--- src/hdl/spjq_pkg.sv ---
// ----------------------------------------------------------------------------
// spjq_pkg
// Shared widths, codes and types of the stable priority job queue.
// ----------------------------------------------------------------------------
package spjq_pkg;

  localparam int JOB_W  = 16;
  localparam int PRIO_W = 8;
  localparam int OCC_W  = 5;
  localparam int STAT_W = 2;

  // Request mode codes
  localparam logic MODE_QUEUE = 1'b0;
  localparam logic MODE_TAKE  = 1'b1;

  // Result status codes
  typedef enum logic [STAT_W-1:0] {
    STATUS_DONE  = 2'd0,
    STATUS_FULL  = 2'd1,
    STATUS_EMPTY = 2'd2
  } status_e;

  // Operation broadcast to every cell in the row
  typedef struct packed {
    logic                     ins;
    logic                     take;
    logic [JOB_W-1:0]         job;
    logic signed [PRIO_W-1:0] prio;
  } cell_ctrl_t;

  // Contents of one cell
  typedef struct packed {
    logic [JOB_W-1:0]         job;
    logic signed [PRIO_W-1:0] prio;
  } entry_t;

endpackage

--- src/hdl/spjq_if.sv ---
// ----------------------------------------------------------------------------
// spjq_req_if / spjq_rsp_if
// Valid/ready channels carrying request and result words of the job queue.
// ----------------------------------------------------------------------------
interface spjq_req_if;
  logic                             valid;
  logic                             ready;
  logic                             mode;
  logic [spjq_pkg::JOB_W-1:0]       job_id;
  logic signed [spjq_pkg::PRIO_W-1:0] priority_req;

  modport source (output valid, mode, job_id, priority_req, input ready);
  modport sink   (input valid, mode, job_id, priority_req, output ready);
endinterface

interface spjq_rsp_if;
  logic                               valid;
  logic                               ready;
  logic [spjq_pkg::STAT_W-1:0]        status;
  logic [spjq_pkg::JOB_W-1:0]         taken_job;
  logic signed [spjq_pkg::PRIO_W-1:0] taken_priority;
  logic [spjq_pkg::OCC_W-1:0]         occupancy;

  modport source (output valid, status, taken_job, taken_priority, occupancy, input ready);
  modport sink   (input valid, status, taken_job, taken_priority, occupancy, output ready);
endinterface

--- src/hdl/spjq_cell.sv ---
// ----------------------------------------------------------------------------
// spjq_cell
// One slot of the sorted row. Holds a job, keeps it, takes the new job, or
// takes a neighbor's job so the row stays sorted and stable.
// ----------------------------------------------------------------------------
module spjq_cell #(
  parameter int IDX   = 0,
  parameter int CNT_W = 5
) (
  input  logic                 clk_i,
  input  spjq_pkg::cell_ctrl_t ctrl_i,
  input  logic [CNT_W-1:0]     count_i,
  input  logic                 prev_keep_i,
  input  spjq_pkg::entry_t     prev_entry_i,
  input  spjq_pkg::entry_t     next_entry_i,
  output logic                 keep_o,
  output spjq_pkg::entry_t     entry_o
);

  spjq_pkg::entry_t entry_q, entry_d;
  logic             occupied;

  // Keep the stored job if it is in use and ranks equal or higher
  assign occupied = CNT_W'(IDX) < count_i;
  assign keep_o   = occupied && (entry_q.prio >= ctrl_i.prio);
  assign entry_o  = entry_q;

  // Pick the next contents
  always_comb begin
    entry_d = entry_q;
    if (ctrl_i.ins) begin
      if (keep_o) begin
        entry_d = entry_q;
      end else if (prev_keep_i) begin
        entry_d.job  = ctrl_i.job;
        entry_d.prio = ctrl_i.prio;
      end else begin
        entry_d = prev_entry_i;
      end
    end else if (ctrl_i.take) begin
      entry_d = next_entry_i;
    end
  end

  always_ff @(posedge clk_i) begin
    entry_q <= entry_d;
  end

endmodule

--- src/hdl/stable_priority_job_queue.sv ---
// ----------------------------------------------------------------------------
// stable_priority_job_queue
// Sorted job queue built as a row of DEPTH cells; inserts behind all equal
// or higher priorities, takes from the head.
// ----------------------------------------------------------------------------
// Result: each accepted request's result word is registered and valid in the next cycle.
// Throughput: one request per cycle while results are taken; the row of cells
// updates all slots in parallel at the accepting edge.
// Reset: the job count and the result valid clear; cell contents are unset
// and only slots below the count are ever read.
module stable_priority_job_queue #(
  parameter int DEPTH = 16
) (
  input  logic      clk_i,
  input  logic      rst_ni,
  spjq_req_if.sink  req_i,
  spjq_rsp_if.source rsp_o
);

  localparam int CNT_W = $clog2(DEPTH + 1);

  logic [CNT_W-1:0]     count_q, count_d;
  logic                 accept;
  logic                 is_take;
  logic                 full;
  logic                 empty;
  spjq_pkg::cell_ctrl_t ctrl;
  spjq_pkg::entry_t     entries [DEPTH];
  logic                 keeps   [DEPTH];

  logic                               rsp_valid_q;
  logic [spjq_pkg::STAT_W-1:0]        status_q, status_d;
  logic [spjq_pkg::JOB_W-1:0]         taken_job_q, taken_job_d;
  logic signed [spjq_pkg::PRIO_W-1:0] taken_prio_q, taken_prio_d;
  logic [spjq_pkg::OCC_W-1:0]         occ_q;

  // Accept while the result register is free or draining
  assign req_i.ready = !rsp_valid_q || rsp_o.ready;
  assign accept      = req_i.valid && req_i.ready;
  assign is_take     = req_i.mode == spjq_pkg::MODE_TAKE;
  assign full        = count_q == CNT_W'(DEPTH);
  assign empty       = count_q == '0;

  // Broadcast the operation to the row
  always_comb begin
    ctrl.ins  = accept && !is_take && !full;
    ctrl.take = accept && is_take && !empty;
    ctrl.job  = req_i.job_id;
    ctrl.prio = req_i.priority_req;
  end

  // Row of cells, each fed by its neighbors
  for (genvar i = 0; i < DEPTH; i++) begin : g_cell
    spjq_cell #(
      .IDX   (i),
      .CNT_W (CNT_W)
    ) u_cell (
      .clk_i        (clk_i),
      .ctrl_i       (ctrl),
      .count_i      (count_q),
      .prev_keep_i  ((i == 0) ? 1'b1 : keeps[(i == 0) ? 0 : i - 1]),
      .prev_entry_i (entries[(i == 0) ? 0 : i - 1]),
      .next_entry_i (entries[(i == DEPTH - 1) ? i : i + 1]),
      .keep_o       (keeps[i]),
      .entry_o      (entries[i])
    );
  end

  // Next count and result word
  always_comb begin
    count_d      = count_q;
    status_d     = spjq_pkg::STATUS_DONE;
    taken_job_d  = '0;
    taken_prio_d = '0;
    if (is_take) begin
      if (empty) begin
        status_d = spjq_pkg::STATUS_EMPTY;
      end else begin
        taken_job_d  = entries[0].job;
        taken_prio_d = entries[0].prio;
        count_d      = count_q - CNT_W'(1);
      end
    end else begin
      if (full) begin
        status_d = spjq_pkg::STATUS_FULL;
      end else begin
        count_d = count_q + CNT_W'(1);
      end
    end
  end

  // Advance the count and the valid flag
  always_ff @(posedge clk_i or negedge rst_ni) begin
    if (!rst_ni) begin
      count_q     <= '0;
      rsp_valid_q <= 1'b0;
    end else begin
      if (accept) begin
        count_q <= count_d;
      end
      if (accept) begin
        rsp_valid_q <= 1'b1;
      end else if (rsp_o.ready) begin
        rsp_valid_q <= 1'b0;
      end
    end
  end

  // Hold the result word until taken
  always_ff @(posedge clk_i) begin
    if (accept) begin
      status_q     <= status_d;
      taken_job_q  <= taken_job_d;
      taken_prio_q <= taken_prio_d;
      occ_q        <= spjq_pkg::OCC_W'(count_d);
    end
  end

  assign rsp_o.valid          = rsp_valid_q;
  assign rsp_o.status         = status_q;
  assign rsp_o.taken_job      = taken_job_q;
  assign rsp_o.taken_priority = taken_prio_q;
  assign rsp_o.occupancy      = occ_q;

endmodule
--- src/flat_wrapper.sv ---
// flat-port wrapper written by rule: the top's interface ports become plain ports
module stable_priority_job_queue_flat 
#(
  parameter int DEPTH = 16
)
  (clk_i, rst_ni, req_i_valid, req_i_mode, req_i_job_id, req_i_priority_req, req_i_ready, rsp_o_valid, rsp_o_status, rsp_o_taken_job, rsp_o_taken_priority, rsp_o_occupancy, rsp_o_ready);
  spjq_req_if req_i_i ();
  spjq_rsp_if rsp_o_i ();
  input  logic clk_i;
  input  logic rst_ni;
  input wire logic [$bits(req_i_i.valid)-1:0] req_i_valid;
  input wire logic [$bits(req_i_i.mode)-1:0] req_i_mode;
  input wire logic [$bits(req_i_i.job_id)-1:0] req_i_job_id;
  input wire logic [$bits(req_i_i.priority_req)-1:0] req_i_priority_req;
  output wire logic [$bits(req_i_i.ready)-1:0] req_i_ready;
  output wire logic [$bits(rsp_o_i.valid)-1:0] rsp_o_valid;
  output wire logic [$bits(rsp_o_i.status)-1:0] rsp_o_status;
  output wire logic [$bits(rsp_o_i.taken_job)-1:0] rsp_o_taken_job;
  output wire logic [$bits(rsp_o_i.taken_priority)-1:0] rsp_o_taken_priority;
  output wire logic [$bits(rsp_o_i.occupancy)-1:0] rsp_o_occupancy;
  input wire logic [$bits(rsp_o_i.ready)-1:0] rsp_o_ready;
  assign req_i_i.valid = req_i_valid;
  assign req_i_i.mode = req_i_mode;
  assign req_i_i.job_id = req_i_job_id;
  assign req_i_i.priority_req = req_i_priority_req;
  assign req_i_ready = req_i_i.ready;
  assign rsp_o_valid = rsp_o_i.valid;
  assign rsp_o_status = rsp_o_i.status;
  assign rsp_o_taken_job = rsp_o_i.taken_job;
  assign rsp_o_taken_priority = rsp_o_i.taken_priority;
  assign rsp_o_occupancy = rsp_o_i.occupancy;
  assign rsp_o_i.ready = rsp_o_ready;
  stable_priority_job_queue #(.DEPTH(DEPTH)) u_core (.clk_i(clk_i), .rst_ni(rst_ni), .req_i(req_i_i), .rsp_o(rsp_o_i));
endmodule
--- config.mk ---
export PLATFORM = sky130hd
export DESIGN_NAME = stable_priority_job_queue_flat
export DESIGN_NICKNAME = d
export VERILOG_FILES = /design/src/hdl/spjq_pkg.sv /design/src/hdl/spjq_if.sv /design/src/hdl/spjq_cell.sv /design/src/hdl/stable_priority_job_queue.sv /design/src/flat_wrapper.sv
export SDC_FILE = /design/constraint.sdc
export NUM_CORES = 1
export LEC_CHECK = 0
export CORE_UTILIZATION = 59
export CTS_CLUSTER_DIAMETER = 100
export DETAILED_ROUTE_END_ITERATION = 16
export DONT_BUFFER_PORTS = 1
export PLACE_DENSITY = 0.9
export SYNTH_ARGS = -nofsm -noshare
export SYNTH_HDL_FRONTEND = slang
export SYNTH_SLANG_ARGS = --single-unit
--- constraint.sdc ---
create_clock -name clk_i -period 4.8 [get_ports clk_i]
set_input_delay 0.24 -clock clk_i [delete_from_list [all_inputs] [get_ports clk_i]]
set_output_delay 0.24 -clock clk_i [all_outputs]
set_load 0.005 [all_outputs]
==> out/results.ini <==
[cts]
path_clk_slew_ns = 0.06
cts_tree = done
post-cts-setup-buffer-count = 0
hold_buffers = 30
ctsResizeCount = 0
htreeDepth = 2
clockBufferDepth = 3
root_buffer = clkbuf_16
numCtsBuffers = 43
clock_latency_ns = 0.58
clkSinkCount = 421

[critical_path]
path_cells = inv_1, ha_1, nor3b_1, a21oi_2, nand2_1, nand2_1
max_stage_delay_ns = 1.06
worst-path-buf-inv = 1
rr_startpoint = u_core.count_q[1]
cp_top_family = simple AND/OR/NAND/NOR gates
timing.critical_path.required_ns = 4.98
crit_start = u_core.count_q[1]
path_max_fanout = 27
path_class = register to register
critPathSlowestCell = nand2_1
crit_path_start_kind = register
critPathCaptureType = register
cp_common_cell = nand2_1
crit_arrival_ns = 4.50

[yosys]
synth_area_leaders = edfxtp_1 (50%), mux2i_1 (8.6%), nand2_1 (7.1%), ha_1 (6.6%), o21ai_0 (4.1%)
ys_async_sr_fraction = 0.0143
avgSynthCellArea_um2 = 10.5
synth_cell_types = 60
synth_edf_count = 415
syn_inst = 2382
synth-seq-cells = 421
synth.net_count = 2542
synth_top_area_share = 0.500
synth_top_cell_by_area = edfxtp_1
yosys_warnings = 0
seq_area_frac_synth = 0.506
netlist_area_um2 = 24900
synth_flop_cell = edfxtp_1

[finish]
nets = 2470
syn_to_final_growth_pct = 8.11
finish.utilization = 0.653
drive_gt1_frac = 0.0713
final_common_cell = nand2_1
nFillCells = 2812
final_cell_mix = nand2_1 (472), edfxtp_1 (415), mux2i_1 (214)
multi_input_area_um2 = 11400
seq_area_um2 = 12600

[run]
maxCapViolCount = 0

[sta]
tightest_slew_ns = 1.32
finalSetupViolations = 0
slew_headroom = 0.121
fin_skew_ns = 0.0194
fmaxAchievable_mhz = 232
rsz0062_at_grt = false
hold_viol = 0
finalCritPeriodShare = 0.899
period_needed_ns = 4.32
slew_violations = 0
final.setup.tns_ns = 0

[detailed_routing]
ant_nets = 0
wl_mm = 68.5
dr.pass1.iters = 7
drt_iter0_markers = 2838
routedWlPerCell_um = 23.8
drcViolationCount = 0
routed_via_density = 7.00
dr_total_vias = 20100

[placement]
io_buffers = 0
dp_hpwl_mm = 43.2
gp_congestion = 0.902

[floorplan]
die_y_um = 208
fp.coreArea_um2 = 41300
die_w_um = 208
start_util = 0.604
placementRows = 74
io_pins = 62
dieArea_um2 = 43100

[global_route]
grt_max_degree = 137
track_usage = 0.312
grt_remaining_overflow = 0
grt_pass1_wl_mm = 107
grt_pass1_vias = 20100
antenna_found_initial = 2

[outcome]
status = completed

[power_and_ir_drop]
power_mw = 12.5
peakVddDrop_uv = 336
p_per_area_nw_per_um2 = 463
leakage_nw = 10.2

[worst_hold_path]
worstHoldPathType = input port to register
hold_start = req_i_job_id[10]

[layout make-up]
cell class,instances,area share
Sequential cell,421,0.468
Multi-Input combinational cell,1718,0.421
Clock buffer,51,0.0410
Timing Repair Buffer,85,0.0288
Tap cell,532,0.0247
Clock inverter,26,0.0100
Inverter,41,0.00571
Antenna cell,3,0.000279
[report_power, final]
| part | switching (mW) | total [mW] | leakage (nW) | internal [mW] |
|---|---|---|---|---|
| Combinational | 2.28 | 3.63 | 5.56 | 1.35 |
| Clock | 1.47 | 3.39 | 0.667 | 1.92 |
| Sequential | 0.486 | 5.46 | 4.00 | 4.98 |
| Total | 4.24 | 12.5 | 10.2 | 8.24 |
[layer usage]
layer  part of all wire  wire, µm  vias up  track usage
li1                   -         -     8773            -
met1               0.37     25100     9681        0.385
met2               0.49     33300     1383        0.524
met3              0.090      6190      291       0.0455
met4              0.058      3950        2        0.188
met5            0.00015        10        -            0
[synth_stat cells (all sizes together) (13+ instances only)]
master    n
nand2   472
buf     100
edfxtp  415
and3     40
ha      131
and2     27
a221o    49
a21oi    31
nor3     13
mux2i   214
inv      41
a21o     16
nor2     58
o21ai   212
a31oi    29
o211ai  107
clkbuf  102
nand3   168
a211oi   31
nand2b   17
mux2     20
[state kept, by name, summed over array words and instances, names as in the netlist]
signal,flops
u_core.g_cell.u_cell.entry_o,384
u_core.rsp_o.taken_job,16
u_core.rsp_o.taken_priority,8
u_core.count_q,5
u_core.rsp_o.occupancy,5
u_core.rsp_o.status,2
u_core.rsp_o.valid,1
[stage by stage]
stage | hold slack [ns] | setup WS (ns) | std cells | area, µm²
detailed placement | -0.0554 | 0.554 | 2767 | 25300
global route | 0.00518 | 0.186 | 2875 | 26900
finish | 0.00344 | 0.484 | 2877 | 26900
global placement | -0.0554 | 0.876 | 2767 | 25300
floorplan | -0.0556 | 0.0114 | 2382 | 24900
CTS | 0.0000777 | 0.487 | 2874 | 26900
[logic make-up after synthesis]
family,Yosys count,synth area share
and+or+nand+nor,826,0.146
AOI/OAI and AO/OA,524,0.141
DFF,421,0.506
buffers and inverters,243,0.0451
muxes,234,0.0950
adders and majority gates,131,0.0658
xor gates and xnor gates,3,0.00105
[path summary, 6_finish.rpt]
path | endpoint | slack [ns] | cells past startpoint
max in group asynchronous | u_core.rsp_o.valid | 4.04 | 2
hold / removal | u_core.g_cell[9].u_cell.entry_o[18] | 0.003 | 2
setup reg to reg | u_core.g_cell[6].u_cell.entry_o[21] | 0.48 | 6
min in group asynchronous | u_core.count_q[4] | 0.53 | 2
setup / recovery | u_core.g_cell[6].u_cell.entry_o[21] | 0.48 | 6
hold reg to reg | u_core.g_cell[14].u_cell.entry_o[21] | 0.55 | 2
Note: power is estimated with default switching activity, not from simulation.
